`src/hdl/u8dec_pkg.sv`:
```
`timescale 1ns / 1ps
// ----------------------------------------------------------------------------
// u8dec_pkg
// Types and constants shared by the UTF-8 stream decoder modules.
// ----------------------------------------------------------------------------
package u8dec_pkg;

	localparam int unsigned ByteW  = 8;
	localparam int unsigned CpW    = 16;
	localparam int unsigned CountW = 16;
	localparam int unsigned StatW  = 3;
	localparam int unsigned PartW  = 10;
	localparam int unsigned PendW  = 2;

	// lead and continuation byte masks and patterns
	localparam logic [ByteW-1:0] ContMask  = 8'hC0;
	localparam logic [ByteW-1:0] ContPat   = 8'h80;
	localparam logic [ByteW-1:0] Lead2Mask = 8'hE0;
	localparam logic [ByteW-1:0] Lead2Pat  = 8'hC0;
	localparam logic [ByteW-1:0] Lead3Mask = 8'hF0;
	localparam logic [ByteW-1:0] Lead3Pat  = 8'hE0;
	localparam logic [ByteW-1:0] Lead4Mask = 8'hF8;
	localparam logic [ByteW-1:0] Lead4Pat  = 8'hF0;

	localparam logic [CountW-1:0] CountMax = '1;

	typedef enum logic [StatW-1:0] {
		ST_OK       = 3'd0,
		ST_TRUNC    = 3'd1,
		ST_BADCONT  = 3'd2,
		ST_STRAY    = 3'd3,
		ST_FOURBYTE = 3'd4,
		ST_BADLEAD  = 3'd5
	} status_t;

	typedef struct packed {
		logic              valid;
		logic [CpW-1:0]    code_point;
		status_t           status;
		logic              end_of_string;
		logic [CountW-1:0] char_count;
	} result_t;

endpackage

```
`src/hdl/u8dec_decode.sv`:
```
`timescale 1ns / 1ps
// ----------------------------------------------------------------------------
// u8dec_decode
// Per-byte decode step: holds the sequence state and forms the result of the
// byte presented on step.
// ----------------------------------------------------------------------------
module u8dec_decode (
	input  logic                          clk,
	input  logic                          arst_n,
	input  logic                          step,
	input  logic [u8dec_pkg::ByteW-1:0]   in_byte,
	input  logic                          last_byte,
	output u8dec_pkg::result_t            result
);
	import u8dec_pkg::*;

	logic [PartW-1:0]  partial_q, partial_d;
	logic [PendW-1:0]  pending_q, pending_d;
	logic              dropping_q, dropping_d;
	logic [CountW-1:0] count_q, count_d;

	logic [CountW-1:0] count_inc;
	logic              err;
	status_t           err_stat;
	logic              chr;
	logic [CpW-1:0]    chr_cp;

	assign count_inc = (count_q == CountMax) ? count_q : count_q + 1'b1;

	always_comb begin
		partial_d  = partial_q;
		pending_d  = pending_q;
		dropping_d = dropping_q;
		count_d    = count_q;
		err        = 1'b0;
		err_stat   = ST_OK;
		chr        = 1'b0;
		chr_cp     = '0;

		if (dropping_q) begin
			if (last_byte) begin
				dropping_d = 1'b0;
				partial_d  = '0;
				pending_d  = '0;
				count_d    = '0;
			end
		end else if (pending_q != '0) begin
			if (last_byte && pending_q > 2'd1) begin
				err      = 1'b1;
				err_stat = ST_TRUNC;
			end else if ((in_byte & ContMask) != ContPat) begin
				err      = 1'b1;
				err_stat = ST_BADCONT;
			end else if (pending_q == 2'd1) begin
				chr    = 1'b1;
				chr_cp = {partial_q, in_byte[5:0]};
			end else begin
				// second byte of a three-byte sequence
				partial_d = {partial_q[3:0], in_byte[5:0]};
				pending_d = 2'd1;
			end
		end else if (!in_byte[7]) begin
			chr    = 1'b1;
			chr_cp = {{(CpW-ByteW){1'b0}}, in_byte};
		end else if ((in_byte & Lead2Mask) == Lead2Pat) begin
			if (last_byte) begin
				err      = 1'b1;
				err_stat = ST_TRUNC;
			end else begin
				partial_d = {5'd0, in_byte[4:0]};
				pending_d = 2'd1;
			end
		end else if ((in_byte & Lead3Mask) == Lead3Pat) begin
			if (last_byte) begin
				err      = 1'b1;
				err_stat = ST_TRUNC;
			end else begin
				partial_d = {6'd0, in_byte[3:0]};
				pending_d = 2'd2;
			end
		end else if ((in_byte & Lead4Mask) == Lead4Pat) begin
			err      = 1'b1;
			err_stat = ST_FOURBYTE;
		end else if ((in_byte & ContMask) == ContPat) begin
			err      = 1'b1;
			err_stat = ST_STRAY;
		end else begin
			err      = 1'b1;
			err_stat = ST_BADLEAD;
		end

		if (err) begin
			partial_d  = '0;
			pending_d  = '0;
			count_d    = '0;
			dropping_d = !last_byte;
		end else if (chr) begin
			partial_d = '0;
			pending_d = '0;
			count_d   = last_byte ? '0 : count_inc;
		end

		result.valid         = err || chr;
		result.code_point    = chr ? chr_cp : '0;
		result.status        = err ? err_stat : ST_OK;
		result.end_of_string = err || last_byte;
		result.char_count    = err ? count_q : count_inc;
	end

	always_ff @(posedge clk or negedge arst_n) begin
		if (!arst_n) begin
			partial_q  <= '0;
			pending_q  <= '0;
			dropping_q <= 1'b0;
			count_q    <= '0;
		end else if (step) begin
			partial_q  <= partial_d;
			pending_q  <= pending_d;
			dropping_q <= dropping_d;
			count_q    <= count_d;
		end
	end

	// a three-byte lead is the only way to have two bytes pending
	a_pend_range: assert property (@(posedge clk) disable iff (!arst_n)
		pending_q != 2'd3)
		else $error("bytes pending out of range");

	a_drop_idle: assert property (@(posedge clk) disable iff (!arst_n)
		dropping_q |-> (pending_q == '0 && count_q == '0))
		else $error("dropping with sequence state left");

	a_err_drop: assert property (@(posedge clk) disable iff (!arst_n)
		(step && result.valid && result.status != ST_OK && !last_byte) |=> dropping_q)
		else $error("error before last byte did not start dropping");

	a_last_clears: assert property (@(posedge clk) disable iff (!arst_n)
		(step && last_byte) |=> (!dropping_q && pending_q == '0 && count_q == '0))
		else $error("state not cleared after last byte");

endmodule

```
`src/hdl/utf8_stream_decoder.sv`:
```
`timescale 1ns / 1ps
// ----------------------------------------------------------------------------
// utf8_stream_decoder
// Streaming UTF-8 to 16-bit code point decoder with error reporting.
// ----------------------------------------------------------------------------
// usage:
//   s_axis takes one UTF-8 byte per item in tdata[7:0], tlast marks the last
//   byte of a string. m_axis gives one item per decoded code point or error:
//   tdata[15:0] code point, tdata[31:16] running count in the string,
//   tuser status (0 ok, 1 truncated, 2 bad continuation, 3 stray
//   continuation, 4 four-byte lead, 5 invalid lead), tlast end of string.
//   after an error the rest of that string gives no items.
// timing:
//   one byte per cycle sustained while m_axis_tready is high. an accepted
//   byte is held in the input register and decoded into the output register
//   when that register is empty or its item is taken. the input register
//   and output register each hold one item; the decode step between them is
//   set by the lead byte compare and the count increment.
// reset and stall:
//   arst_n clears the valid flags of both registers and the decoder state,
//   so the first byte after reset starts a new string. when m_axis_tready is
//   low the output item holds, one more byte waits in the input register,
//   then s_axis_tready drops.
// ----------------------------------------------------------------------------
module utf8_stream_decoder (
	input  logic        clk,
	input  logic        arst_n,
	input  logic        s_axis_tvalid,
	output logic        s_axis_tready,
	input  logic [7:0]  s_axis_tdata,   // [7:0] in_byte
	input  logic        s_axis_tlast,   // last_byte
	output logic        m_axis_tvalid,
	input  logic        m_axis_tready,
	output logic [31:0] m_axis_tdata,   // [15:0] code_point, [31:16] char_count
	output logic [2:0]  m_axis_tuser,   // [2:0] status
	output logic        m_axis_tlast    // end_of_string
);
	import u8dec_pkg::*;

	logic              valid_s1;
	logic [ByteW-1:0]  byte_s1;
	logic              last_s1;
	logic              valid_s2;
	logic [CpW-1:0]    cp_s2;
	logic [CountW-1:0] count_s2;
	status_t           status_s2;
	logic              eos_s2;
	logic              advance;
	result_t           res;

	assign advance       = valid_s1 && (!valid_s2 || m_axis_tready);
	assign s_axis_tready = !valid_s1 || advance;

	always_ff @(posedge clk or negedge arst_n) begin
		if (!arst_n) begin
			valid_s1 <= 1'b0;
		end else if (s_axis_tready) begin
			valid_s1 <= s_axis_tvalid;
		end
	end

	always_ff @(posedge clk) begin
		if (s_axis_tvalid && s_axis_tready) begin
			byte_s1 <= s_axis_tdata;
			last_s1 <= s_axis_tlast;
		end
	end

	u8dec_decode u_decode (
		.clk       (clk),
		.arst_n    (arst_n),
		.step      (advance),
		.in_byte   (byte_s1),
		.last_byte (last_s1),
		.result    (res)
	);

	always_ff @(posedge clk or negedge arst_n) begin
		if (!arst_n) begin
			valid_s2 <= 1'b0;
		end else if (advance && res.valid) begin
			valid_s2 <= 1'b1;
		end else if (m_axis_tready) begin
			valid_s2 <= 1'b0;
		end
	end

	always_ff @(posedge clk) begin
		if (advance && res.valid) begin
			cp_s2     <= res.code_point;
			count_s2  <= res.char_count;
			status_s2 <= res.status;
			eos_s2    <= res.end_of_string;
		end
	end

	assign m_axis_tvalid = valid_s2;
	assign m_axis_tdata  = {count_s2, cp_s2};
	assign m_axis_tuser  = status_s2;
	assign m_axis_tlast  = eos_s2;

	a_err_eos: assert property (@(posedge clk) disable iff (!arst_n)
		(valid_s2 && status_s2 != ST_OK) |-> (eos_s2 && cp_s2 == '0))
		else $error("error item without end of string or with data");

	a_no_overwrite: assert property (@(posedge clk) disable iff (!arst_n)
		(valid_s2 && !m_axis_tready) |-> !advance)
		else $error("decode step while output is stalled");

	a_status_range: assert property (@(posedge clk) disable iff (!arst_n)
		valid_s2 |-> (m_axis_tuser <= 3'd5))
		else $error("status code out of range");

endmodule

```
`config.mk`:
```
export PLATFORM = sky130hd
export DESIGN_NAME = utf8_stream_decoder
export DESIGN_NICKNAME = d
export VERILOG_FILES = /design/src/hdl/u8dec_pkg.sv /design/src/hdl/u8dec_decode.sv /design/src/hdl/utf8_stream_decoder.sv
export SDC_FILE = /design/constraint.sdc
export NUM_CORES = 1
export LEC_CHECK = 0
export BUFFER_PORTS_ARGS = -buffer_cell sky130_fd_sc_hd__buf_2
export CAP_MARGIN = 20
export CORE_UTILIZATION = 35
export CTS_BUF_LIST = sky130_fd_sc_hd__clkbuf_8
export CTS_CLUSTER_SIZE = 28
export DETAILED_ROUTE_END_ITERATION = 12
export HOLD_SLACK_MARGIN = 0.12
export SLEW_MARGIN = 20
export SYNTH_ARGS = -nofsm -noshare
export SYNTH_HDL_FRONTEND = slang
export SYNTH_SLANG_ARGS = --single-unit
```
`constraint.sdc`:
```
create_clock -name clk -period 3.5 [get_ports clk]
set_clock_uncertainty 0.15 [all_clocks]
set_input_delay 0.175 -clock clk [delete_from_list [all_inputs] [get_ports clk]]
set_output_delay 0.175 -clock clk [all_outputs]
set_load 0.1 [all_outputs]
```
==> impl_metrics.json <==
{
  "async_flop_share_pct": 40.8,
  "track_usage_pct": 14.7,
  "synth_top_cell_by_area": "edfxtp_1",
  "r2r_start": "u_decode.pending_q[1]",
  "wl_per_cell_um": 14.0,
  "dpl_cell_area_um2": 3870,
  "fp.dieH_um": 102,
  "worst_pin_slew_ns": 0.891,
  "ys.flop_type": "edfxtp_1",
  "cts_root_buf": "clkbuf_8",
  "dp.cells": 476,
  "tns_ns": 0,
  "slew_headroom_pct": 40.1,
  "hpwl_um": 4800,
  "timing.critical_path.mode_cell": "buf_4",
  "power.leakage_nw": 1.78,
  "grt-ovfl-total": 0,
  "maxCapViolations": 0,
  "fmax_ghz": 0.380,
  "port_buffers": 50,
  "drc": 0,
  "arrival_ns": 2.49,
  "synth_fa_ha_area_share_pct": 0.359,
  "diodes": 0,
  "avgSynthCellArea_um2": 11.5,
  "fp.coreArea_um2": 9680,
  "antenna_found_initial": 0,
  "startpoint_type": "flop",
  "die_x_um": 102,
  "yosys-mux-area-fraction_pct": 0.935,
  "cts.sinks": 76,
  "ant_nets": 0,
  "slowest_delay_ns": 0.46,
  "synthTopCellsByCount": "45 x edfxtp_1, 31 x dfrtp_1, 29 x nor2_1",
  "start_util_pct": 35.9,
  "clkLatencyLatePin_ns": 0.36,
  "final_cells": 505,
  "nets": 381,
  "critPathKind": "flop to flop",
  "viasPerCell": 4.96,
  "synth_compound_area_share_pct": 13.6,
  "synth-seq-area-share_pct": 61.1,
  "critical_path_required_ns": 3.36,
  "synth.yosys.warnings": 0,
  "r2r_end": "cp_s2[12]",
  "critPathLaunch": "u_decode.pending_q[1]",
  "holdCritPathClass": "input port to async pin",
  "vdd.ir_drop.worst_mv": 0.379,
  "crit_path_cell_trace": "or2_4 -> a311o_1 -> a21oi_1 -> buf_4 -> nor2_1 -> nor2_4 -> buf_4",
  "setup_viol": 0,
  "clk_path_buf_depth": 2,
  "pwr_density_cell_nw_per_um2": 887,
  "synth_area_leaders": "edfxtp_1 39%, dfrtp_1 22%, nor2_1 3.1%",
  "status": "completed",
  "cts_buffers": 9,
  "final_cell_area_um2": 4220,
  "r2r_cells": 7,
  "syn2layout_area_growth_pct": 21.1,
  "fin_crit_sh_pct": 75.2,
  "grt_max_degree": 35,
  "period_minus_slack_ns": 2.63,
  "cts_tree": "yes",
  "cp_max_fo": 34,
  "ff2ff_setup_slack_ns": 0.87,
  "firstDrtPassIters": 4,
  "finalHoldViolCount": 0,
  "vias": 2503,
  "htreeDepth": 3,
  "synth_area_um2": 3480,
  "drv_slew": 0,
  "grt_pass1_vias": 2314,
  "synthXorXnorAreaFrac_pct": 2.77,
  "synth_edf_count": 45,
  "rsz0062_at_grt": "false",
  "syn-num-nets": 316,
  "routed_wl_um": 7080,
  "first_iter_violations": 128,
  "die_area_um2": 10300,
  "cts_resized": 0,
  "ys_seq_elements": 76,
  "cp_slowest_cell": "dfrtp_1",
  "yosysMostFrequentCell": "edfxtp_1",
  "grt_first_pass_wirelength_um": 11300,
  "path_clk_slew_ns": 0.08,
  "num_rows": 36,
  "top_level_ports": 51,
  "drive_gt1_share_pct": 20.4,
  "synthSimpleGateAreaFrac_pct": 17.8,
  "synthCells": 302,
  "synth_top_area_share_pct": 38.8,
  "ys_types": 48,
  "cp-end-kind": "flop",
  "routabilityCongestion": 0.838,
  "post_cts_buffers": 0,
  "synth_top_family_by_area": "simple AND/OR/NAND/NOR gates"
}
## logic make-up after synthesis
| logic type | after synthesis |
|---|---|
| AOI/OAI and AO/OA | 65 |
| xor gates and xnor gates | 11 |
| DFF | 76 |
| buffers and inverters | 25 |
| muxes | 3 |
| and+or+nand+nor | 121 |
| adders and majority gates | 1 |
## flip-flops by register name, summed over array words and instances, names as in the netlist, 2 cells and up
name                flops
byte_s1                 8
count_s2               16
cp_s2                  16
m_axis_tuser            3
u_decode.count_q       16
u_decode.partial_q     10
u_decode.pending_q      2
## worst max-delay path by stage
| stage | to | slack (ns) | cells past startpoint |
|---|---|---|---|
| finish | cp_s2[12] | 0.87 | 7 |
| floorplan | count_s2[0] | 0.37 | 7 |
| detailed placement | m_axis_tuser[0] | 0.82 | 7 |
| global placement | count_s2[10] | 0.87 | 7 |
| CTS | cp_s2[7] | 0.83 | 7 |
| global route | cp_s2[7] | 0.64 | 7 |
## routing by layer
metal  GRT usage (%)  vias to the layer above  share of wire [%]
li1                -                     1244                  -
met1            20.2                     1193                 49
met2            21.4                       55                 43
met3            2.76                       11                5.0
met4            8.81                        0                2.3
met5               0                        -                  0
## area by class of cell
cell class | count | area, um2
clock buffer | 10 | 138
clock inverter | 6 | 81.3
fill | 931 | 5470
inverter | 11 | 41.3
multi-input combinational | 201 | 1240
sequential | 76 | 2130
tap | 133 | 166
timing repair buffer | 68 | 418
## worst max-delay path: cells and delay by family (launching register included)
| kind | cells | cell delay, ns |
|---|---|---|
| AO/OA/AOI/OAI | 2 | 0.54 |
| buffers and inverters | 2 | 0.63 |
| flip-flops | 1 | 0.46 |
| AND/OR/NAND/NOR | 3 | 0.50 |
## cell usage in the layout, fill, tap and decap left out, types with 3 or more instances in the layout
| cell type | instances |
|---|---|
| buf_2 | 50 |
| edfxtp_1 | 45 |
| dfrtp_1 | 31 |
| nor2_1 | 28 |
| nand2_1 | 15 |
| nand3_1 | 15 |
| nor3_1 | 15 |
| and2_1 | 15 |
| inv_1 | 13 |
| dlygate4sd3_1 | 13 |
| o21ai_0 | 11 |
| a22o_1 | 11 |
| clkbuf_8 | 10 |
| a21oi_1 | 9 |
| and3_1 | 7 |
| a211o_1 | 7 |
| xor2_1 | 6 |
| nand2b_1 | 5 |
| nand4_1 | 5 |
| a31oi_1 | 5 |
| xnor2_1 | 5 |
| buf_4 | 5 |
| a21o_1 | 4 |
| nor4_1 | 4 |
| or3_1 | 3 |
| o211ai_1 | 3 |
## power by group
part / switching (mW) / internal (mW)
combinational: 1.38 / 0.294
sequential: 0.120 / 1.22
clock: 0.311 / 0.416
total: 1.81 / 1.93
## metrics by stage
step / util, % / hold slack, ns / power [mW] / worst slack (ns)
after CTS: 43.5 / 0.292 / 3.77 / 0.826
after global placement: 39.9 / 0.133 / 3.02 / 0.868
after floorplan: - / -0.271 / 2.75 / 0.371
after detailed placement: 39.9 / 0.135 / 3.03 / 0.816
after global routing: 43.5 / 0.337 / 3.91 / 0.640
final: 43.5 / 0.259 / 3.74 / 0.867
## timing repair
action,4_1_cts,5_1_grt
hold buffers,13,0
setup endpoints to repair,0,0
endpoints found under the hold margin,43,0
Note: power is estimated with default switching activity, not from simulation.
